--- config.mk ---
export PLATFORM = sky130hd
export DESIGN_NAME = tick_scheduler_with_debounced_pause_flat
export DESIGN_NICKNAME = d
export VERILOG_FILES = /design/src/rtl/tsdp_pkg.sv /design/src/rtl/tsdp_cfg_if.sv /design/src/rtl/tsdp_in_if.sv /design/src/rtl/tsdp_out_if.sv /design/src/rtl/tick_scheduler_with_debounced_pause.sv /design/src/flat_wrapper.sv
export SDC_FILE = /design/constraint.sdc
export NUM_CORES = 1
export LEC_CHECK = 0
export BUFFER_PORTS_ARGS = -buffer_cell sky130_fd_sc_hd__clkbuf_2
export CAP_MARGIN = 20
export CORE_MARGIN = 5
export CORE_UTILIZATION = 35
export DETAILED_ROUTE_END_ITERATION = 10
export PLACE_DENSITY_LB_ADDON = 0.15
export SLEW_MARGIN = 20
export SYNTH_ARGS = -nofsm -noshare
export SYNTH_HDL_FRONTEND = slang
export SYNTH_SLANG_ARGS = --single-unit
export TNS_END_PERCENT = 100
--- constraint.sdc ---
create_clock -name clk_i -period 6.35 [get_ports clk_i]
set_input_delay 0.635 -clock clk_i [delete_from_list [all_inputs] [get_ports clk_i]]
set_output_delay 0.635 -clock clk_i [all_outputs]
set_load 0.05 [all_outputs]
--- src/rtl/tsdp_pkg.sv ---
// tsdp_pkg: shared constants and types for the tick scheduler with debounced pause
// no dependencies; used by tsdp_cfg_if and the top level
`timescale 1ns / 1ps

package tsdp_pkg;

  // width of the blink and sample counters
  localparam int unsigned CNT_W = 16;
  // width of one configuration register
  localparam int unsigned REG_W = 16;
  // compare width covering both counter and register
  localparam int unsigned CMP_W = (CNT_W > REG_W) ? CNT_W : REG_W;

  // configuration port
  localparam int unsigned CFG_IDX_W  = 2;
  localparam int unsigned CFG_DATA_W = REG_W;

  // register indexes
  localparam logic [CFG_IDX_W-1:0] REG_BLINK_A  = 2'd0;
  localparam logic [CFG_IDX_W-1:0] REG_BLINK_B  = 2'd1;
  localparam logic [CFG_IDX_W-1:0] REG_SAMPLE   = 2'd2;

  // register reset values
  localparam logic [REG_W-1:0] BLINK_A_RST = 16'd1000;
  localparam logic [REG_W-1:0] BLINK_B_RST = 16'd1300;
  localparam logic [REG_W-1:0] SAMPLE_RST  = 16'd50;

  // debounce states
  typedef enum logic [1:0] {
    DB_DOWN    = 2'd0,
    DB_RISING  = 2'd1,
    DB_UP      = 2'd2,
    DB_FALLING = 2'd3
  } db_state_e;

endpackage

--- src/rtl/tsdp_cfg_if.sv ---
// tsdp_cfg_if: configuration write channel (register index and write data)
// depends on tsdp_pkg for widths
`timescale 1ns / 1ps

interface tsdp_cfg_if;
  import tsdp_pkg::*;

  logic                  valid;
  logic                  ready;
  logic [CFG_IDX_W-1:0]  index;
  logic [CFG_DATA_W-1:0] data;

  modport source (output valid, output index, output data, input ready);
  modport sink   (input valid, input index, input data, output ready);
endinterface

--- src/rtl/tsdp_in_if.sv ---
// tsdp_in_if: tick channel, one item per timer tick with the button level
// no package dependencies
`timescale 1ns / 1ps

interface tsdp_in_if;
  logic valid;
  logic ready;
  logic button_pressed;

  modport source (output valid, output button_pressed, input ready);
  modport sink   (input valid, input button_pressed, output ready);
endinterface

--- src/rtl/tsdp_out_if.sv ---
// tsdp_out_if: result channel, LED levels, pause flag and debounce status per tick
// no package dependencies
`timescale 1ns / 1ps

interface tsdp_out_if;
  logic       valid;
  logic       ready;
  logic       led_a;
  logic       led_b;
  logic       paused_out;
  logic [1:0] debounce_phase;
  logic       sampled;

  modport source (
    output valid, output led_a, output led_b, output paused_out,
    output debounce_phase, output sampled, input ready
  );
  modport sink (
    input valid, input led_a, input led_b, input paused_out,
    input debounce_phase, input sampled, output ready
  );
endinterface

--- src/rtl/tick_scheduler_with_debounced_pause.sv ---
// tick_scheduler_with_debounced_pause: top level, blink counters, sample counter, debouncer
// depends on tsdp_pkg, tsdp_cfg_if, tsdp_in_if, tsdp_out_if
`timescale 1ns / 1ps

// Usage
//   tick_i   : one item per timer tick, carrying button_pressed (1 = pressed).
//   result_o : one item per tick with both LED levels, the pause flag, the
//              debounce phase and whether the button was sampled this tick,
//              all taken after the tick's update.
//   cfg_i    : register writes, index 0 blink A interval, 1 blink B interval,
//              2 sample interval; other indexes are ignored. Always ready;
//              write only while no tick is in flight.
// Timing
//   Result valid rises in the cycle after tick acceptance. Throughput is one
//   tick per cycle while no result stalls: all counter and debounce state is
//   updated in the accept cycle; the result is held in one output register.
// Reset
//   Counters and LEDs clear, the pause flag clears, the debouncer starts in
//   the up state and the intervals return to 1000, 1300 and 50.
// Backpressure
//   While a result waits and result_o.ready is low, tick_i.ready is low; a
//   new tick is taken in the same cycle the waiting result is taken.
module tick_scheduler_with_debounced_pause (
  input  logic        clk_i,
  input  logic        rst_ni,
  tsdp_cfg_if.sink    cfg_i,
  tsdp_in_if.sink     tick_i,
  tsdp_out_if.source  result_o
);
  import tsdp_pkg::*;

  // configuration registers
  logic [REG_W-1:0] blink_a_q, blink_b_q, sample_q;

  // tick state
  logic [CNT_W-1:0] count_a_q, count_a_d;
  logic [CNT_W-1:0] count_b_q, count_b_d;
  logic [CNT_W-1:0] count_s_q, count_s_d;
  logic             paused_q, paused_d;
  db_state_e        db_q, db_d;
  logic             led_a_q, led_a_d;
  logic             led_b_q, led_b_d;

  // result register
  logic       out_valid_q;
  logic       res_led_a_q, res_led_b_q, res_paused_q, res_sampled_q;
  logic [1:0] res_phase_q;

  logic             tick_acc;
  logic [CNT_W-1:0] inc_a, inc_b, inc_s;
  logic             hit_a, hit_b, hit_s;
  logic             toggle_a, toggle_b;

  // handshake
  assign cfg_i.ready  = 1'b1;
  assign tick_i.ready = !out_valid_q || result_o.ready;
  assign tick_acc     = tick_i.valid && tick_i.ready;

  // configuration writes
  always_ff @(posedge clk_i or negedge rst_ni) begin
    if (!rst_ni) begin
      blink_a_q <= BLINK_A_RST;
      blink_b_q <= BLINK_B_RST;
      sample_q  <= SAMPLE_RST;
    end else if (cfg_i.valid) begin
      if (cfg_i.index == REG_BLINK_A) blink_a_q <= cfg_i.data;
      if (cfg_i.index == REG_BLINK_B) blink_b_q <= cfg_i.data;
      if (cfg_i.index == REG_SAMPLE)  sample_q  <= cfg_i.data;
    end
  end

  // counter increments and interval compares
  assign inc_a = count_a_q + CNT_W'(1);
  assign inc_b = count_b_q + CNT_W'(1);
  assign inc_s = count_s_q + CNT_W'(1);
  assign hit_a = CMP_W'(inc_a) >= CMP_W'(blink_a_q);
  assign hit_b = CMP_W'(inc_b) >= CMP_W'(blink_b_q);
  assign hit_s = CMP_W'(inc_s) >= CMP_W'(sample_q);

  // blink counters advance only while not paused
  assign toggle_a  = !paused_q && hit_a;
  assign toggle_b  = !paused_q && hit_b;
  assign count_a_d = paused_q ? count_a_q : (hit_a ? '0 : inc_a);
  assign count_b_d = paused_q ? count_b_q : (hit_b ? '0 : inc_b);
  assign count_s_d = hit_s ? '0 : inc_s;
  assign led_a_d   = led_a_q ^ toggle_a;
  assign led_b_d   = led_b_q ^ toggle_b;

  // debounce next state and pause flag, only on a sample tick
  always_comb begin
    db_d     = db_q;
    paused_d = paused_q;
    if (hit_s) begin
      unique case (db_q)
        DB_DOWN: begin
          if (!tick_i.button_pressed) db_d = DB_RISING;
        end
        DB_RISING: begin
          if (tick_i.button_pressed) begin
            db_d = DB_DOWN;
          end else begin
            db_d     = DB_UP;
            paused_d = 1'b0;
          end
        end
        DB_UP: begin
          if (tick_i.button_pressed) db_d = DB_FALLING;
        end
        DB_FALLING: begin
          if (tick_i.button_pressed) begin
            db_d     = DB_DOWN;
            paused_d = 1'b1;
          end else begin
            db_d = DB_UP;
          end
        end
        default: begin
          db_d = DB_UP;
        end
      endcase
    end
  end

  // tick state update on each accepted item
  always_ff @(posedge clk_i or negedge rst_ni) begin
    if (!rst_ni) begin
      count_a_q <= '0;
      count_b_q <= '0;
      count_s_q <= '0;
      paused_q  <= 1'b0;
      db_q      <= DB_UP;
      led_a_q   <= 1'b0;
      led_b_q   <= 1'b0;
    end else if (tick_acc) begin
      count_a_q <= count_a_d;
      count_b_q <= count_b_d;
      count_s_q <= count_s_d;
      paused_q  <= paused_d;
      db_q      <= db_d;
      led_a_q   <= led_a_d;
      led_b_q   <= led_b_d;
    end
  end

  // result valid
  always_ff @(posedge clk_i or negedge rst_ni) begin
    if (!rst_ni) begin
      out_valid_q <= 1'b0;
    end else if (tick_acc) begin
      out_valid_q <= 1'b1;
    end else if (result_o.ready) begin
      out_valid_q <= 1'b0;
    end
  end

  // result payload
  always_ff @(posedge clk_i) begin
    if (tick_acc) begin
      res_led_a_q   <= led_a_d;
      res_led_b_q   <= led_b_d;
      res_paused_q  <= paused_d;
      res_phase_q   <= db_d;
      res_sampled_q <= hit_s;
    end
  end

  // result outputs
  always_comb begin
    result_o.valid          = out_valid_q;
    result_o.led_a          = res_led_a_q;
    result_o.led_b          = res_led_b_q;
    result_o.paused_out     = res_paused_q;
    result_o.debounce_phase = res_phase_q;
    result_o.sampled        = res_sampled_q;
  end

  // a taken tick always leaves a result behind
  a_acc_gives_result: assert property (@(posedge clk_i) disable iff (!rst_ni)
    tick_acc |=> out_valid_q)
    else $error("accepted tick produced no result");

  // a waiting result blocks new ticks
  a_stall_blocks_in: assert property (@(posedge clk_i) disable iff (!rst_ni)
    (out_valid_q && !result_o.ready) |-> !tick_i.ready)
    else $error("tick accepted over a stalled result");

  // pause is set only by a confirmed press from the falling state
  a_pause_set: assert property (@(posedge clk_i) disable iff (!rst_ni)
    $rose(paused_q) |-> ($past(db_q == DB_FALLING) && db_q == DB_DOWN))
    else $error("pause set outside a confirmed press");

  // pause is cleared only by a confirmed release from the rising state
  a_pause_clear: assert property (@(posedge clk_i) disable iff (!rst_ni)
    $fell(paused_q) |-> ($past(db_q == DB_RISING) && db_q == DB_UP))
    else $error("pause cleared outside a confirmed release");

  // blink counters and LEDs freeze while paused
  a_paused_frozen: assert property (@(posedge clk_i) disable iff (!rst_ni)
    (tick_acc && paused_q) |=>
      ($stable(count_a_q) && $stable(count_b_q) && $stable(led_a_q) && $stable(led_b_q)))
    else $error("blink state moved while paused");

endmodule
--- src/flat_wrapper.sv ---
// flat-port wrapper written by rule: the top's interface ports become plain ports
module tick_scheduler_with_debounced_pause_flat import tsdp_pkg::*;
  (clk_i, rst_ni, cfg_i_valid, cfg_i_index, cfg_i_data, cfg_i_ready, tick_i_valid, tick_i_button_pressed, tick_i_ready, result_o_valid, result_o_led_a, result_o_led_b, result_o_paused_out, result_o_debounce_phase, result_o_sampled, result_o_ready);
  tsdp_cfg_if cfg_i_i ();
  tsdp_in_if tick_i_i ();
  tsdp_out_if result_o_i ();
  input  logic clk_i;
  input  logic rst_ni;
  input wire logic [$bits(cfg_i_i.valid)-1:0] cfg_i_valid;
  input wire logic [$bits(cfg_i_i.index)-1:0] cfg_i_index;
  input wire logic [$bits(cfg_i_i.data)-1:0] cfg_i_data;
  output wire logic [$bits(cfg_i_i.ready)-1:0] cfg_i_ready;
  input wire logic [$bits(tick_i_i.valid)-1:0] tick_i_valid;
  input wire logic [$bits(tick_i_i.button_pressed)-1:0] tick_i_button_pressed;
  output wire logic [$bits(tick_i_i.ready)-1:0] tick_i_ready;
  output wire logic [$bits(result_o_i.valid)-1:0] result_o_valid;
  output wire logic [$bits(result_o_i.led_a)-1:0] result_o_led_a;
  output wire logic [$bits(result_o_i.led_b)-1:0] result_o_led_b;
  output wire logic [$bits(result_o_i.paused_out)-1:0] result_o_paused_out;
  output wire logic [$bits(result_o_i.debounce_phase)-1:0] result_o_debounce_phase;
  output wire logic [$bits(result_o_i.sampled)-1:0] result_o_sampled;
  input wire logic [$bits(result_o_i.ready)-1:0] result_o_ready;
  assign cfg_i_i.valid = cfg_i_valid;
  assign cfg_i_i.index = cfg_i_index;
  assign cfg_i_i.data = cfg_i_data;
  assign cfg_i_ready = cfg_i_i.ready;
  assign tick_i_i.valid = tick_i_valid;
  assign tick_i_i.button_pressed = tick_i_button_pressed;
  assign tick_i_ready = tick_i_i.ready;
  assign result_o_valid = result_o_i.valid;
  assign result_o_led_a = result_o_i.led_a;
  assign result_o_led_b = result_o_i.led_b;
  assign result_o_paused_out = result_o_i.paused_out;
  assign result_o_debounce_phase = result_o_i.debounce_phase;
  assign result_o_sampled = result_o_i.sampled;
  assign result_o_i.ready = result_o_ready;
  tick_scheduler_with_debounced_pause u_core (.clk_i(clk_i), .rst_ni(rst_ni), .cfg_i(cfg_i_i), .tick_i(tick_i_i), .result_o(result_o_i));
endmodule
# Word-level counts from Yosys, hierarchy flattened
# Index checks and enable logic that the tools add are counted.
[word_totals]
register_bits = 108
latchBits = 0
ram_bits = 0
romBits = 0
input_bits = 24
out_inout_bits = 9
wordCells = 58
mem_count = 0
[op_classes]
addsub = 3
n_mul = 0
div_mod_pow = 0
order_cmp = 3
eq_ne = 5
shift = 0
n_mux = 14
bitwise_logic = 3
n_reduce_logical = 14
[ops]
columns = ["op", "count"]
rows = [
  ["$add A16 B1 Y16 const B", 3],
  ["$ge A16 B16 Y1", 3],
  ["$mux W16", 3],
  ["$mux W2", 4],
  ["$reduce_and A2 Y1", 4],
  ["$eq A2 B2 Y1 const B", 3],
  ["$pmux W2 S3", 1],
  ["$mux W1", 5],
  ["$eq A2 B1 Y1 const B", 2],
  ["$logic_not A2 Y1", 2],
  ["$logic_and A1 B1 Y1", 3],
  ["$logic_not A1 Y1", 2],
  ["$pmux W1 S2", 1],
  ["$reduce_bool A2 Y1", 1],
  ["$reduce_or A2 Y1", 1],
  ["$xor A1 B1 Y1", 2],
  ["$logic_or A1 B1 Y1", 1],
  ["$not A1 Y1", 1],
]

# Longest topological paths before layout
# Gate-level depths: netlist of the first run.
[depth]
depth_word = 4
mapped_depth = 16
ltp_nobuf = 13

# Worst setup path after synthesis of the first run
# No wires, ideal clock.
[synth_timing]
path_type = "register to register"
from = "register u_core.count_b_q[0]"
to = "register u_core.res_led_b_q (netlist: u_core.result_o.led_b) (data pin)"
setup_time_ns = 0.261
arrival_ns = 2.988
required_time_ns = 6.089
setup_slack_ns = 3.101
stages_incl_launch_ff = 15
n_path_buf = 1
synth_period_minus_slack_ns = 3.249
path_cell_list = "dfrtp_1 -> ha_1 -> nand3_2 -> nor4_2 -> and3_1 -> xnor2_1 -> inv_1 -> ha_1 -> a21oi_1 -> nand2_1 -> a21oi_1 -> or4b_4 -> buf_6 -> nor2b_1 -> xor2_1"
[synth_via]
elab_chain_len = 4
[synth_lines]
columns = ["item", "line_no", "source"]
rows = [
  ["from (decl)", "tick_scheduler_with_debounced_pause.sv:37", "logic [CNT_W-1:0] count_b_q, count_b_d;"],
  ["from (signal assigned)", "tick_scheduler_with_debounced_pause.sv:136", "count_b_q <= count_b_d;"],
  ["$add A16 B1 Y16", "tick_scheduler_with_debounced_pause.sv:74", "assign inc_b = count_b_q + CNT_W'(1);"],
  ["$ge A16 B16 Y1", "tick_scheduler_with_debounced_pause.sv:77", "assign hit_b = CMP_W'(inc_b) >= CMP_W'(blink_b_q);"],
  ["$logic_and A1 B1 Y1", "tick_scheduler_with_debounced_pause.sv:82", "assign toggle_b = !paused_q && hit_b;"],
  ["$xor A1 B1 Y1", "tick_scheduler_with_debounced_pause.sv:87", "assign led_b_d = led_b_q ^ toggle_b;"],
  ["net u_core.led_b_d", "tick_scheduler_with_debounced_pause.sv:42", "logic led_b_q, led_b_d;"],
  ["to (signal assigned)", "tick_scheduler_with_debounced_pause.sv:160", "res_led_b_q <= led_b_d;"],
  ["to (decl)", "tick_scheduler_with_debounced_pause.sv:46", "logic res_led_a_q, res_led_b_q, res_paused_q, res_sampled_q;"],
]
# The timed path passes the listed nets, and every way through them passes these cells.
# A chain may end at the register's enable or synchronous reset.

# Worst setup path in the final report of the first run
# Same ends and word-level chain as after synthesis.

==> impl_metrics.yaml, run 1 <==
outcome:
  outcome: "completed"
floorplanning:
  placementRows: 49
  ioPinCount: 33
  die_height_um: 145
  floorplan.die_area_sq_um: 21000
  core_region_area_sq_um: 18000
  die_x_um: 145
  floorplan.initialDensity_pct: 35.5
cts:
  number_of_sinks_on_the_clock_net: 108
  cts.hold.buffers_added: 0
  post_cts_resize_count: 0
  clockBufferDepth: 2
  clock_tree.root_cell: "sky130_fd_sc_hd__clkbuf_16"
  clkLatencyLatePin_ns: 0.36
  clk_pin_slew_ns: 0.07
  cts-htree-levels: 3
  cts_setup_buffers: 0
  num_cts_buffers: 9
  cts_tree: "yes"
setup_path:
  worstSetupEndpointType: "flip-flop"
  criticalPathCategory: "flip-flop to flip-flop"
  critPathMostFrequentCell: "sky130_fd_sc_hd__ha_1"
  cp-start-kind: "flip-flop"
  critical-path-max-stage-delay_ns: 0.46
  worst-path-max-fanout: 20
  timing.critical_path.cells: "ha_1 -> nand3_2 -> nor4_2 -> and3_1 -> xnor2_1 -> inv_1 -> ha_1 -> nand4_1 -> or3_1 -> a221oi_2 -> or4b_4 -> nor2b_1 -> xor2_1"
  cpMaxStageDelayCell: "sky130_fd_sc_hd__dfrtp_1"
  cp_data_arrival_time_ns: 3.99
  critical_path_required_ns: 6.45
timing:
  hold_viol: 0
  maxClockFrequency_ghz: 0.257
  final.setup_skew_ns: 0.00902
  fin_tns_setup_ns: 0
  rsz0062_at_grt: "false"
  maxSlewHeadroom_pct: 36.7
  layout_worst_path_cycle_share_pct: 61.2
  setup_viol: 0
  worst_hold_slack_ns: 0.291
  report.final.slew_viol_count: 0
  min_period_ns: 3.88
  transition_time_at_the_pin_with_the_least_slew_margin_ns: 0.946
synthesis:
  ys_dominant_reg_cell: "sky130_fd_sc_hd__dfrtp_1"
  synthesis.nets: 729
  yosys.area_share.xor_xnor_pct: 6.46
  share_of_synthesized_cell_area_in_and_or_nand_and_nor_gates_pct: 16.0
  postSynthRegisterBits: 108
  synth.largest_area_cell: "sky130_fd_sc_hd__dfrtp_1"
  yosys_warnings: 0
  synth_top_family_by_area: "simple AND/OR/NAND/NOR gates"
  synthDominantCellAreaShare_pct: 34.6
  post_synth.cell_area_avg_sq_um: 9.74
  synth_fa_ha_area_share_pct: 10.0
  post_synth_num_cell_types: 56
  synth_compound_area_share_pct: 12.2
  netlist_top_cells_area: "sky130_fd_sc_hd__dfrtp_1 (35%), sky130_fd_sc_hd__ha_1 (10%), sky130_fd_sc_hd__mux2_2 (6.4%)"
  post_synth_mux_area_share_pct: 6.99
  synth_seq_area_share_pct: 43.2
  syn-cell-area_sq_um: 6370
  synth_enable_flop_cells: 6
  synthCells: 654
  postSynth.asyncResetShare_pct: 94.4
route:
  totalWireLength_mm: 14.7
  antenna_left: 0
  remaining_drc_errors: 0
  route.detailed.wl_per_inst_um: 16.0
  first_drt_iteration_drcs: 231
  routed-via-count: 4610
  routed_via_density: 5.04
  detail_route.first_pass.iterations: 4
power_and_ir_drop:
  p_per_area_nw_per_um2: 275
  fin_total_pwr_w: 0.00194
  power.static_leakage_nw: 3.34
  ir_worst_vdd_v: 0.000160
global_route:
  antenna_found_initial: 0
  global_route_wire_length_before_repair_mm: 24.3
  grt_overflow_total: 0
  number_of_global_route_vias_before_repair: 4685
  grt_max_degree: 59
  track_usage_pct: 14.3
place:
  dpl_cell_area_sq_um: 6750
  dp_hpwl_mm: 10.7
  port_buffers: 31
  globalplace.congestion: 0.796
cells_and_area:
  design_area_sq_um: 7050
  final_layout_size_suffix_gt1_share_pct: 17.5
  finalNetCount: 756
  final_core_utilization_pct: 39.3
  fillCellCount: 1789
  synthToLayoutAreaGrowth_pct: 10.7
  antenna_cells_inserted: 0
hold_path:
  min_path_type: "input pin to async pin"
job:
  max_cap_violations: 0
==> area by class of cell <==
cell class                 count  area (sq um)  share of cell area (%)
multi-input combinational    469          3300                    46.8
sequential                   108          2750                    39.0
clock inverter                 5          60.1                   0.852
tap                          229           287                    4.06
timing repair buffer          36           195                    2.77
clock buffer                  11           243                    3.44
inverter                      57           216                    3.07
==> worst max-delay path: cells and delay by family, from the launching register on <==
family          cells  cell delay [ns]
xor+xnor            2             0.26
flops               1             0.46
simple gates        7             1.98
compound gates      1             0.25
buf+inv             1             0.08
fa+ha+maj           2             0.59
==> layout by cell type (no fill, tap or decap), types with 10 or more instances in the layout <==
cell type	netlist	routed
sky130_fd_sc_hd__nor3_1	10	10
sky130_fd_sc_hd__dfstp_2	14	14
sky130_fd_sc_hd__nand3_1	21	21
sky130_fd_sc_hd__xor2_1	22	22
sky130_fd_sc_hd__mux2_2	36	36
sky130_fd_sc_hd__inv_1	56	56
sky130_fd_sc_hd__clkbuf_2	0	30
sky130_fd_sc_hd__ha_1	51	51
sky130_fd_sc_hd__nand2_1	87	87
sky130_fd_sc_hd__and3_1	11	11
sky130_fd_sc_hd__a22o_1	20	20
sky130_fd_sc_hd__a21oi_1	16	16
sky130_fd_sc_hd__dfrtp_1	88	88
sky130_fd_sc_hd__nor2_1	32	32
sky130_fd_sc_hd__o21ai_0	57	57
sky130_fd_sc_hd__xnor2_1	25	25
==> stage by stage <==
| stage | instances | setup slack, ns |
|---|---|---|
| 6_report | 915 | 2.47 |
| 3_3_place_gp | 899 | 2.53 |
| 2_1_floorplan | 654 | 3.10 |
| 3_5_place_dp | 899 | 2.49 |
| 4_1_cts | 915 | 2.45 |
| 5_1_grt | 915 | 2.22 |
==> where the power goes <==
group / switching (W) / total (W) / leakage (nW) / internal [W]
logic: 0.000258 / 0.000457 / 1.88 / 0.000199
clock network: 0.000269 / 0.000587 / 0.146 / 0.000319
registers: 0.0000894 / 0.000898 / 1.31 / 0.000809
total: 0.000616 / 0.00194 / 3.34 / 0.00133
==> synth_stat cells (all sizes together) (10+ instances only) <==
library cell and number:
a21oi 16, ha 51, nor2 34, nor3 12, nand3 24, nand4 10, and3 11, xnor2 25
dfrtp 88, a22o 20, o21ai 62, inv 57, xor2 22, nand2 87, mux2 36, clkbuf 13
dfstp 14
==> path summary, 6_finish.rpt <==
kind                       cells past startpoint           startpoint  slack (ns)                    end
hold / removal                                 1               rst_ni        0.29    u_core.count_s_q[3]
setup reg to reg                              13  u_core.count_b_q[0]        2.47  u_core.result_o.led_b
min in group clk_i                             2         tick_i_valid        0.48  u_core.result_o.valid
max in group asynchronous                      2               rst_ni        4.85    u_core.count_a_q[3]
hold reg to reg                                1       u_core.led_b_q        0.49         u_core.led_b_q
setup / recovery                              13  u_core.count_b_q[0]        2.47  u_core.result_o.led_b
==> routing by layer <==
metal	track usage (%)	share of wire [%]	wire (um)
met5	0	0	0
met4	4.43	1.3	197
met3	2.84	2.4	351
met2	23.8	48	7070
met1	18.7	48	7030
==> sequential cells by signal, indices dropped and copies added (netlist names), 2 cells and up <==
register and count:
u_core.result_o.debounce_phase 2, u_core.count_b_q 16, u_core.count_s_q 16, u_core.blink_b_q 16, u_core.db_q 2, u_core.count_a_q 16
u_core.blink_a_q 16, u_core.sample_q 16
==> logic make-up after synthesis <==
family | count (synthesis)
xor gates and xnor gates | 47
AOI/OAI and AO/OA | 123
other | 1
buffers and inverters | 77
muxes | 40
and+or+nand+nor | 207
adders and majority gates | 51
DFF | 108
Power figures use the tool's default switching activity.
==> run 2, diff against run 1 <==
ABC_AREA = 1   (was default)
clock period = 3.4 ns   (was 6.35 ns; I/O delays follow)
==> run 2 against run 1 <==
  * The run now ends with hold timing left
  * Combinational power rose to 3.9 times the previous value
  * Fmax up 32%
  * Count of clock-buffer cells in the layout down 2
  * Sequential share of layout area down 0.14 points
  * Clock skew up 0.0019 ns
  * Non-clock buffer count up 1
  * Routed wire length down 5.0%
  * Worst hold slack worse by 0.30 ns
  * Critical path type unchanged
  * Highest routed layer unchanged
==> impl_metrics.yaml, run 2 <==
cts:
  num_cts_buffers: 9
  cts_setup_buffers: 0
  cts_tree: "yes"
  clk_pin_slew_ns: 0.07
  number_of_sinks_on_the_clock_net: 108
  clkLatencyLatePin_ns: 0.36
  clock_tree.root_cell: "sky130_fd_sc_hd__clkbuf_16"
  clockBufferDepth: 2
  cts-htree-levels: 3
cells_and_area:
  synthToLayoutAreaGrowth_pct: 11.0
  fillCellCount: 1914
  combined_area_of_the_multi_input_logic_cells_sq_um: 3020
  antenna_cells_inserted: 0
  final_layout_size_suffix_gt1_share_pct: 10.2
  finalNetCount: 921
  top_library_cells_by_usage_in_the_layout_fill_and_taps_aside: "sky130_fd_sc_hd__nand2_1 (253), sky130_fd_sc_hd__inv_1 (139), sky130_fd_sc_hd__dfrtp_1 (88)"
  regArea_sq_um: 2750
  most_common_cell_after_layout_fill_and_taps_aside: "sky130_fd_sc_hd__nand2_1"
  design_area_sq_um: 7080
timing:
  final.setup_skew_ns: 0.0109
  hold_viol: 5
  setup_viol: 0
  transition_time_at_the_pin_with_the_least_slew_margin_ns: 1.04
  fin_tns_setup_ns: 0
  layout_worst_path_cycle_share_pct: 86.3
  report.final.slew_viol_count: 0
  rsz0062_at_grt: "false"
  maxSlewHeadroom_pct: 30.5
  min_period_ns: 2.93
  worst_hold_slack_ns: -0.00503
  maxClockFrequency_ghz: 0.341
synthesis:
  yosys_warnings: 0
  post_synth.cell_area_avg_sq_um: 7.82
  syn-cell-area_sq_um: 6380
  synth.largest_area_cell: "sky130_fd_sc_hd__dfrtp_1"
  synthDominantCellAreaShare_pct: 34.5
  postSynthRegisterBits: 108
  synth_enable_flop_cells: 6
  synth_seq_area_share_pct: 43.1
  post_synth_num_cell_types: 34
  synthCells: 816
  netlist_top_cells_area: "sky130_fd_sc_hd__dfrtp_1 (35%), sky130_fd_sc_hd__nand2_1 (15%), sky130_fd_sc_hd__ha_1 (10%)"
  ys_dominant_reg_cell: "sky130_fd_sc_hd__dfrtp_1"
  synthesis.nets: 891
  synthTopCellsByCount: "sky130_fd_sc_hd__nand2_1 (253), sky130_fd_sc_hd__inv_1 (139), sky130_fd_sc_hd__dfrtp_1 (88), sky130_fd_sc_hd__o21ai_0 (81), sky130_fd_sc_hd__ha_1 (51)"
  postSynth.asyncResetShare_pct: 94.4
  yosys.cell_count.top_type: "sky130_fd_sc_hd__nand2_1"
route:
  route.detailed.wl_per_inst_um: 12.9
  totalWireLength_mm: 13.9
  routed_via_density: 4.55
  first_drt_iteration_drcs: 260
  detail_route.first_pass.iterations: 5
  antenna_left: 0
  routed-via-count: 4918
  remaining_drc_errors: 0
setup_path:
  critPathMostFrequentCell: "sky130_fd_sc_hd__nand2_1"
  cpLargestDelayFamily: "simple AND/OR/NAND/NOR gates"
  criticalPathCategory: "flip-flop to flip-flop"
  worstPathBufferInverterCount: 2
  timing.critical_path.cells: "ha_1 -> nand2_1 -> nor2_1 -> nand2_1 -> o21ai_0 -> and2_1 -> inv_1 -> ha_1 -> nand2_1 -> o21bai_1 -> a21oi_1 -> nor2_2 -> nand3_2 -> inv_2 -> nand2_1 -> o21ai_0"
  worstSetupEndpointType: "flip-flop"
  crit-reg2reg-capture: "u_core.count_s_q[4]"
  r2r_slack_ns: 0.47
  path_depth: 16
  cp_data_arrival_time_ns: 3.21
  worstReg2RegStart: "u_core.count_s_q[0]"
  cp-start-kind: "flip-flop"
  ff2ff_path_depth: 16
  worst-path-max-fanout: 10
  cpMaxStageDelayCell: "sky130_fd_sc_hd__dfrtp_1"
  critical-path-max-stage-delay_ns: 0.42
  critical_path_required_ns: 3.67
floorplanning:
  die_x_um: 145
  die_height_um: 145
  placementRows: 49
  core_region_area_sq_um: 18000
  floorplan.die_area_sq_um: 21000
  ioPinCount: 33
  floorplan.initialDensity_pct: 35.5
place:
  dp_hpwl_mm: 10.4
  dpl_cell_area_sq_um: 6790
  globalplace.congestion: 0.811
  port_buffers: 31
outcome:
  outcome: "complete, but fails checks"
  violations: "hold timing"
global_route:
  global_route.usage.met1_pct: 20.8
  global_route.usage.met2_pct: 20.0
  antenna_found_initial: 0
  grt_overflow_total: 0
  busiest_layer: "met1"
  grt_max_degree: 49
  global_route_wire_length_before_repair_mm: 23.9
  grt_use_met3_pct: 2.93
  number_of_global_route_vias_before_repair: 4606
  track_usage_pct: 13.8
power_and_ir_drop:
  p_per_area_nw_per_um2: 668
  power.static_leakage_nw: 3.69
  ir_worst_vdd_v: 0.000387
job:
  max_cap_violations: 0
hold_path:
  min_path_type: "input pin to async pin"
==> run 2: changes by cell type in the layout (fill, tap and decap cells not counted), moves of 5 or more <==
cell and delta:
sky130_fd_sc_hd__nor2b_1 -7, sky130_fd_sc_hd__a211oi_1 -5, sky130_fd_sc_hd__nand2b_1 -7, sky130_fd_sc_hd__a21oi_1 +5, sky130_fd_sc_hd__inv_1 +83, sky130_fd_sc_hd__nand2_1 +166, sky130_fd_sc_hd__and3_1 -11, sky130_fd_sc_hd__xor2_1 +10
sky130_fd_sc_hd__o22ai_1 +6, sky130_fd_sc_hd__a22o_1 -20, sky130_fd_sc_hd__mux2_2 -36, sky130_fd_sc_hd__o21ai_0 +24, sky130_fd_sc_hd__xnor2_1 -24, sky130_fd_sc_hd__a21o_1 -7
==> run 2: kinds of logic after synthesis <==
kind of cell	count (synthesis)	synth area share, %
AOI/OAI and AO/OA	115	9.38
xor gates and xnor gates	33	4.53
adders and majority gates	51	10.0
buffers and inverters	161	9.69
DFF	108	43.1
other	1	0.0588
and+or+nand+nor	347	23.2
==> run 2: area by class of cell <==
| type | count | share of cell area, % |
|---|---|---|
| multi-input cells | 547 | 42.6 |
| repair buffers | 37 | 2.86 |
| flip-flops and latches | 108 | 38.9 |
| inverters | 143 | 7.58 |
| clock buffers | 9 | 3.18 |
| well taps | 229 | 4.05 |
| clock inverters | 7 | 0.849 |
==> run 2: timing repair <==
item                       CTS  global route
setup endpoints to repair    0             5
resized for setup            0             1
hold buffers                 0             0
==> run 2: through the flow <==
step	std cells	util [%]	power [W]	setup WS, ns
floorplan	816	-	0.00327	0.916
global placement	1064	37.8	0.00375	0.420
detailed placement	1064	37.8	0.00373	0.371
CTS	1080	39.4	0.00479	0.350
global route	1080	39.4	0.00520	0.0847
finish	1080	39.4	0.00473	0.466
==> run 2: how the worst max path moves through the flow <==
| stage | from | to | slack [ns] |
|---|---|---|---|
| floorplan | u_core.count_s_q[0] | u_core.count_s_q[14] | 0.92 |
| global placement | u_core.count_s_q[0] | u_core.count_s_q[14] | 0.42 |
| detailed placement | u_core.count_s_q[0] | u_core.count_s_q[5] | 0.37 |
| CTS | u_core.count_s_q[0] | u_core.count_s_q[5] | 0.35 |
| global route | u_core.count_b_q[4] | u_core.count_b_q[8] | 0.08 |
| finish | u_core.count_s_q[0] | u_core.count_s_q[4] | 0.47 |
==> run 2: metal layers <==
layer | vias to the layer above | wire length [um]
li1 | 2621 | -
met1 | 2226 | 7370
met2 | 62 | 5940
met3 | 9 | 474
met4 | 0 | 129
met5 | - | 0
==> run 2: report_power, final <==
part           total (W)  internal (W)  switching, W
clock            0.00103      0.000508      0.000525
sequential       0.00189       0.00164      0.000251
combinational    0.00180      0.000644       0.00116
